**src/rtl/mbcs_pkg.sv**
```systemverilog
// ----------------------------------------------------------------------------
// mbcs_pkg
// Shared types and codes for the multibyte charset character counter.
// ----------------------------------------------------------------------------
package mbcs_pkg;

  localparam int MAX_STATES    = 128;
  localparam int MAX_SEQ_BYTES = 255;
  localparam int STATE_W       = $clog2(MAX_STATES);
  localparam int TBL_ADDR_W    = STATE_W + 8;

  localparam int S_TDATA_W = 40;
  localparam int M_TDATA_W = 16;
  localparam int OQ_DEPTH  = 3;

  localparam logic KIND_BYTE  = 1'b0;
  localparam logic KIND_TABLE = 1'b1;

  localparam logic [3:0] ACT_ILLEGAL     = 4'd0;
  localparam logic [3:0] ACT_CHANGE_ONLY = 4'd1;
  localparam logic [3:0] ACT_UNASSIGNED  = 4'd2;
  localparam logic [3:0] ACT_VALID_LO    = 4'd3;
  localparam logic [3:0] ACT_VALID_HI    = 4'd8;

  localparam logic [2:0] ERR_NONE        = 3'd0;
  localparam logic [2:0] ERR_NO_STATES   = 3'd1;
  localparam logic [2:0] ERR_ILLEGAL     = 3'd2;
  localparam logic [2:0] ERR_CHANGE_ONLY = 3'd3;
  localparam logic [2:0] ERR_UNASSIGNED  = 3'd4;
  localparam logic [2:0] ERR_RESERVED    = 3'd5;
  localparam logic [2:0] ERR_TOO_SHORT   = 3'd6;
  localparam logic [2:0] ERR_NOT_DBCS    = 3'd7;

  localparam logic [STATE_W-1:0] START_STATE_SBCS = STATE_W'(0);
  localparam logic [STATE_W-1:0] START_STATE_DBCS = STATE_W'(1);
  localparam logic [7:0]         DBCS_SEQ_LEN     = 8'd2;

  localparam logic REG_IDX_STATE_COUNT = 1'b0;
  localparam logic REG_IDX_SISO_MODE   = 1'b1;

  typedef struct packed {
    logic               fin;
    logic [STATE_W-1:0] nxt;
    logic [3:0]         act;
  } entry_t;

  typedef struct packed {
    logic               kind;
    logic               last;
    logic [7:0]         byte_value;
    logic [7:0]         seq_length;
    logic [STATE_W-1:0] row_index;
    logic               entry_is_final;
    logic [STATE_W-1:0] entry_next_state;
    logic [3:0]         entry_action;
  } item_t;

  typedef struct packed {
    logic [2:0] error_code;
    logic [7:0] char_count;
  } result_t;

endpackage

```
**src/rtl/mbcs_outq.sv**
```systemverilog
// ----------------------------------------------------------------------------
// mbcs_outq
// Small result queue between the walk and the output stream.
// ----------------------------------------------------------------------------
module mbcs_outq (
  input  logic              clk,
  input  logic              rst,
  input  logic              push,
  input  mbcs_pkg::result_t push_data,
  input  logic              pop,
  output logic              not_empty,
  output mbcs_pkg::result_t head,
  output logic [1:0]        level
);
  import mbcs_pkg::*;

  result_t    slots [0:OQ_DEPTH-1];
  logic [1:0] wr_ptr;
  logic [1:0] rd_ptr;
  logic       do_pop;

  assign not_empty = (level != 2'd0);
  assign do_pop    = pop && not_empty;
  assign head      = slots[rd_ptr];

  always_ff @(posedge clk) begin
    if (push) begin
      slots[wr_ptr] <= push_data;
    end
  end

  always_ff @(posedge clk) begin
    if (rst) begin
      wr_ptr <= '0;
      rd_ptr <= '0;
      level  <= '0;
    end else begin
      if (push) begin
        wr_ptr <= (wr_ptr == 2'(OQ_DEPTH - 1)) ? 2'd0 : wr_ptr + 2'd1;
      end
      if (do_pop) begin
        rd_ptr <= (rd_ptr == 2'(OQ_DEPTH - 1)) ? 2'd0 : rd_ptr + 2'd1;
      end
      level <= level + 2'(push) - 2'(do_pop);
    end
  end

endmodule

```
**config.mk**
```make
export PLATFORM = sky130hd
export DESIGN_NAME = mbcs_outq
export DESIGN_NICKNAME = d
export VERILOG_FILES = /design/src/rtl/mbcs_pkg.sv /design/src/rtl/mbcs_outq.sv
export SDC_FILE = /design/constraint.sdc
export NUM_CORES = 1
export LEC_CHECK = 0
export BUFFER_PORTS_ARGS = -buffer_cell sky130_fd_sc_hd__buf_2
export CAP_MARGIN = 20
export CORE_ASPECT_RATIO = 1.75
export CORE_UTILIZATION = 50
export DETAILED_ROUTE_END_ITERATION = 7
export GPL_TIMING_DRIVEN = 0
export PLACE_DENSITY_LB_ADDON = 0.05
export SYNTH_ARGS = -nofsm -noshare
export SYNTH_HDL_FRONTEND = slang
export SYNTH_SLANG_ARGS = --single-unit
```
**constraint.sdc**
```tcl
create_clock -name clk -period 5.1 [get_ports clk]
set_input_delay 0.765 -clock clk [delete_from_list [all_inputs] [get_ports clk]]
set_output_delay 0.765 -clock clk [all_outputs]
set_load 0.1 [all_outputs]
```
Word-level counts from Yosys, hierarchy flattened --
Memory sizes are Yosys's and may differ from the RTL's. A register that Yosys moved wholly into a read port is not among the register bits. Cells that the tools add are included.
Cells by class: $add $sub $neg 4, eq/ne operators 2, mux-type cells 6, reductions and logical operators 2
Operators by type and width (number):
- 2-bit 2-to-1 mux | 4
- 2-bit by 1-bit adder with 2-bit output, second input constant | 2
- 2-bit equality test, second input constant | 2
- 2-bit by 1-bit adder with 2-bit output | 1
- 1-bit 2-to-1 mux | 2
- 2-bit nonzero test | 1
- 2-bit by 1-bit subtractor with 2-bit output | 1
- 1-bit logical AND | 1
Storage, ports and cells: register bits after elaboration 6, memory bits (writable) 33, output and inout port bits 14, word-level logic and storage cells 18, memories kept 1
Memories:
- slots | depth 3, width 11, read ports 1, clocked after Yosys merged registers in 1, wr ports 1, RTL line mbcs_outq.sv:17 | result_t slots [0:OQ_DEPTH-1];

Longest topological paths before layout --
Gate-level depths: netlist (run 1).
depth after elaboration 4, mapped depth 5, gate-level depth less buffers 5

Least setup slack after synthesis (run 1) --
OpenSTA, ideal clock, no wires.
path kind register -> output, from register with a tool-made name, to output port head[0] in the netlist's numbering, arrival 2.712 ns, slack 1.623 ns, cell stages (with the launch flop) 4, path buffers 1, path through dfxtp_1 buf_4 mux2i_1 o21ai_0
RTL lines:
- end, declared | RTL line mbcs_outq.sv:12 | output mbcs_pkg::result_t head,

==> results of run 1 <==
-- layout make-up --
class / instances / area, µm²
clock buffer: 6 / 72.6
fill: 244 / 1110
inverter: 2 / 7.51
sequential: 41 / 1150
tap: 28 / 35.0
clock inverter: 2 / 10.0
buffer: 4 / 18.8
multi-input combinational: 60 / 374
timing repair buffer: 28 / 146
-- worst max-delay path, stage by stage, from the launching register on --
cell and delay, ps:
dfxtp_1 370, clkbuf_1 410, nand2_1 110, o21ai_0 110, buf_2 460
-- worst paths after layout --
kind,from,endpoint,slack (ps)
setup / recovery,flip-flop,head[7],2600
hold / removal,rd_ptr[1],flip-flop,510
setup reg to reg,wr_ptr[1],slots[2][10],3490
hold reg to reg,rd_ptr[1],flip-flop,510
-- cells by family (layout without fill, tap and decap cells) --
logic type	after synthesis	in the layout	synth area share, %
AOI/OAI and AO/OA	18	18	6.07
muxes	14	14	9.22
DFF	41	41	74.4
adders and majority gates	1	1	0.809
and+or+nand+nor	27	27	7.77
buffers and inverters	6	42	1.70
-- power by group through the flow --
| stage | logic (mW) | registers (mW) | clock network, mW |
|---|---|---|---|
| finish | 0.138 | 0.383 | 0.194 |
| detailed placement | 0.140 | 0.391 | 0 |
| CTS | 0.140 | 0.384 | 0.198 |
| global route | 0.144 | 0.384 | 0.214 |
| global placement | 0.136 | 0.390 | 0 |
| floorplan | 0.106 | 0.397 | 0 |
-- metal layers --
metal	global-route usage (%)	share of wire [%]	up-vias
li1	-	-	459
met5	0	0	-
met3	3.79	3.4	5
met4	10.1	2.2	0
met1	15.2	37	446
met2	31.9	57	26
-- sequential cells by signal, summed over array words and instances (netlist names), named ones only --
register,count
wr_ptr,2
slots,33
rd_ptr,2
level,2
-- synthesized netlist by cell type (2+ instances only) --
cell type / number / area share, %
a21oi_1: 5 / 1.6
clkbuf_1: 3 / 0.73
dfxtp_1: 8 / 10
edfxtp_1: 33 / 64
inv_1: 2 / 0.49
mux2_2: 2 / 1.5
mux2i_1: 12 / 7.8
nand2_1: 16 / 3.9
nor2_1: 5 / 1.2
nor2b_1: 2 / 0.81
o21ai_0: 12 / 3.9
-- layout by cell type, fill, tap and decap left out --
cell type	synthesis	routed
inv_1	2	2
edfxtp_1	33	33
o21ai_2	1	1
or3b_1	1	1
nor2_1	5	5
o21ai_0	12	12
buf_2	0	27
or2_2	1	1
buf_6	0	1
nor2b_1	2	2
mux2i_1	12	12
nor3b_2	0	1
mux2_2	2	2
clkbuf_1	3	4
or3_1	1	1
buf_4	1	1
clkinv_2	0	2
clkbuf_8	0	5
nand2_1	16	16
dfxtp_1	8	8
a21oi_1	5	5
ha_1	1	1
-- stage by stage --
stage          util, %  instance area (µm²)  hold WS [ps]  power [mW]
3_5_place_dp      59.2                 1730           496       0.531
2_1_floorplan        -                 1550           462       0.503
4_1_cts           62.0                 1820           510       0.721
3_3_place_gp      58.6                 1720           477       0.526
6_report          62.0                 1820           510       0.716
5_1_grt           62.0                 1820           545       0.743
==> results.yml, run 1 <==
outcome:
  status: "completed"
sta:
  fin_tns_setup_ps: 0
  max_freq_mhz: 400
  skew_ps: 4.90
  worstMarginPinSlew_ps: 1020
  period_minus_slack_ps: 2500
  worst_slack_ps: 2600
  finalCritPeriodShare_pct: 49.1
  relSlewSlack_pct: 31.7
  slew_viol_final: 0
  rsz0062_at_grt: "false"
  finalSetupViolCount: 0
  hold_viol: 0
synthesis:
  synth-edff-count: 33
  synth_fp_nets: 123
  ys.flop_type: "edfxtp_1"
  synthDistinctLibCells: 18
  ys_warn_count: 0
  synthArstFlopShare_pct: 0
  ys_seq_area_share_pct: 74.4
  synth.ff_latch_count: 41
  syn_area_um2: 1550
  syn_avg_cell_area_um2: 14.5
  synth_cells: 107
place:
  place_ws_ps: 2870
  dpl.hpwl_um: 1750
  gp_routability_congestion: 0.636
  dp_cells: 163
  port-buffer-count: 27
cells_and_area:
  syn2layout_area_growth_pct: 17.4
  nets: 158
  drive_above_1_share_pct: 28.7
  final_cells: 171
  antenna_cells: 0
pwr:
  ir_drop_uv: 311
  p_leak_nw: 0.660
  switchingPower_mw: 0.218
  power_frac_comb_pct: 19.3
  clkPwrFrac_pct: 27.1
  swShare_pct: 30.4
  internal-power_mw: 0.498
  cellPowerDensity_nw_per_um2: 394
  pwr-share-seq_pct: 53.6
critical_path:
  reg2reg_depth: 2
  path_class: "flip-flop to primary output"
  critPathMaxFanout: 10
  endpoint_kind: "primary output"
  critPathLaunchType: "flip-flop"
  cp.arrival_ps: 1740
  crit_required_ps: 4340
cts:
  clock_sinks: 41
  root_buffer: "clkbuf_8"
  cts_setup_buffers: 0
  cts_tree: "built"
  numCtsBuffers: 5
  clockBufferDepth: 2
  holdBufCountCts: 0
  cts_resized: 0
  path_clk_slew_ps: 70
  clock_latency_ps: 280
  ctsHtreeMaxLevel: 2
route:
  ant_nets: 0
  wirelength_um: 2510
  wl_per_cell_um: 14.7
  dr.first_iter.drc_count: 27
  viasPerCell: 5.47
  drt-pass1-iter-count: 6
  drc_errors: 0
  vias: 936
die:
  core_area_um2: 2930
  rows: 26
  die_y_um: 75.6
  die_area_um2: 3330
  die_x_um: 44.0
  num_io_pins: 29
  initial_core_util_pct: 52.8
global_routing:
  grt_overflow_total: 0
  grt_pass1_vias: 933
  antenna_found_initial: 0
  grt_util_all_layers_pct: 16.7
  grt_pass1_wl_um: 3840
  grt_max_degree: 13
min_path:
  holdPathStages: 2
  hold_class: "flip-flop to flip-flop"
run:
  maxCapViolCount: 0
Note: power is estimated with default switching activity, not from simulation.
==> run 2, diff against run 1 <==
==> constraint.sdc (replaced) <==
create_clock -name clk -period 2.53 [get_ports clk]
set_input_delay 0.3795 -clock clk [delete_from_list [all_inputs] [get_ports clk]]
set_output_delay 0.3795 -clock clk [all_outputs]
set_load 0.1 [all_outputs]
==> run 2 against run 1 <==
  * The run now ends with design-rule violations left
  * Via count decreased by 2.1%
  * Routed wire length decreased by 2.7%
  * Die area unchanged
  * Utilization increased by 0.30 points
  * Non-clock buffer count unchanged
  * Flip-flop and latch count unchanged
==> results.yml, run 2 (same netlist as run 1, synthesis figures left out) <==
outcome:
  status: "finished with violations"
  violations: "design-rule violations"
sta:
  hold_viol: 0
  whs_ps: 296
  worst_slack_ps: 432
  slew_viol_final: 0
  finalSetupViolCount: 0
  relSlewSlack_pct: 33.7
  finalCritPeriodShare_pct: 82.9
  skew_ps: 5.24
  period_minus_slack_ps: 2100
  rsz0062_at_grt: "false"
  fin_tns_setup_ps: 0
  worstMarginPinSlew_ps: 991
  max_freq_mhz: 477
place:
  dp_cells: 163
  gp_routability_congestion: 0.660
  dpl.hpwl_um: 1680
  place_ws_ps: 718
  port-buffer-count: 27
  placed_cell_area_um2: 1730
cts:
  cts_resized: 0
  path_clk_slew_ps: 70
  root_buffer: "clkbuf_8"
  cts_tree: "built"
  cts_setup_buffers: 0
  clockBufferDepth: 2
  numCtsBuffers: 5
  clock_sinks: 41
  holdBufCountCts: 0
  clock_latency_ps: 280
  ctsHtreeMaxLevel: 2
die:
  rows: 26
  num_io_pins: 29
  core_area_um2: 2930
  die_x_um: 44.0
  initial_core_util_pct: 52.8
  die_area_um2: 3330
  die_y_um: 75.6
cells_and_area:
  syn2layout_area_growth_pct: 18.0
  design_area_um2: 1820
  num-fill-cells: 242
  layout_common_cells: "33 x edfxtp_1, 27 x buf_2, 16 x nand2_1, 12 x mux2i_1, 11 x o21ai_1"
  final_cells: 171
  seqCellArea_um2: 1150
  multi_input_area_um2: 374
  final_common_cell: "edfxtp_1"
  drive_above_1_share_pct: 28.7
  antenna_cells: 0
  regMostFlops: "slots"
  largest_reg_flops: 33
  nets: 158
  final_core_util_pct: 62.3
route:
  drt-pass1-iter-count: 6
  wirelength_um: 2440
  dr.first_iter.drc_count: 20
  vias: 916
  drc_errors: 2
  viasPerCell: 5.36
  ant_nets: 0
  wl_per_cell_um: 14.3
pwr:
  ir_drop_uv: 565
  p_total_mw: 1.47
  cellPowerDensity_nw_per_um2: 806
  p_leak_nw: 0.666
global_routing:
  grt_util_all_layers_pct: 16.7
  grt_overflow_total: 0
  antenna_found_initial: 0
  grt_pass1_vias: 885
  grt_max_degree: 13
  grt_pass1_wl_um: 3800
critical_path:
  cp.arrival_ps: 1720
  critPathMaxFanout: 10
  worstReg2RegEnd: "slots[1][2]"
  crit_required_ps: 2150
  reg2reg_from: "wr_ptr[0]"
  endpoint_kind: "primary output"
  worstPathCellList: "clkbuf_1, nand2_1, o21ai_1, buf_2"
  critPathLaunchType: "flip-flop"
  path_class: "flip-flop to primary output"
  slowest_delay_ps: 440
  reg2reg_depth: 2
  endpoint: "head[8]"
  r2r_slack_ps: 930
  cp_slowest_cell: "buf_2"
run:
  maxCapViolCount: 0
min_path:
  hold_class: "input pin to flip-flop"
  hold_path.startpoint: "push_data[0]"
## run 2: worst max-delay path: cells and delay by family (launching register included)
kind | cells | cell delay [ps]
DFF | 1 | 370
AOI/OAI and AO/OA | 1 | 100
and+or+nand+nor | 1 | 110
buffers and inverters | 2 | 850
## run 2: layout make-up
type | instances | area share (%)
sequential | 41 | 63.1
multi-input combinational | 60 | 20.5
timing repair buffer | 28 | 8.02
clock buffer | 6 | 4.53
tap | 28 | 1.92
buffer | 4 | 1.03
clock inverter | 2 | 0.480
inverter | 2 | 0.412
## run 2: worst min path at each step
| stage | endpoint | cells past startpoint | slack (ps) |
|---|---|---|---|
| 2_1_floorplan | flip-flop | 2 | 460 |
| 3_3_place_gp | rd_ptr[0] | 2 | 480 |
| 3_5_place_dp | flip-flop | 2 | 500 |
| 4_1_cts | slots[1][7] | 1 | 290 |
| 5_1_grt | slots[1][7] | 1 | 280 |
| 6_report | slots[2][0] | 1 | 300 |
## run 2: per-layer routing
metal / up-vias / global-route usage, % / share of wire (%)
met5: - / 0 / 0
met3: 5 / 6.16 / 4.7
met2: 24 / 31.7 / 58
met4: 0 / 8.08 / 1.8
met1: 430 / 14.9 / 36
li1: 457 / - / -
## run 2: power by group
part | switching, mW | internal [mW]
combinational | 0.228 | 0.0539
clock | 0.200 | 0.216
sequential | 0.0120 | 0.761
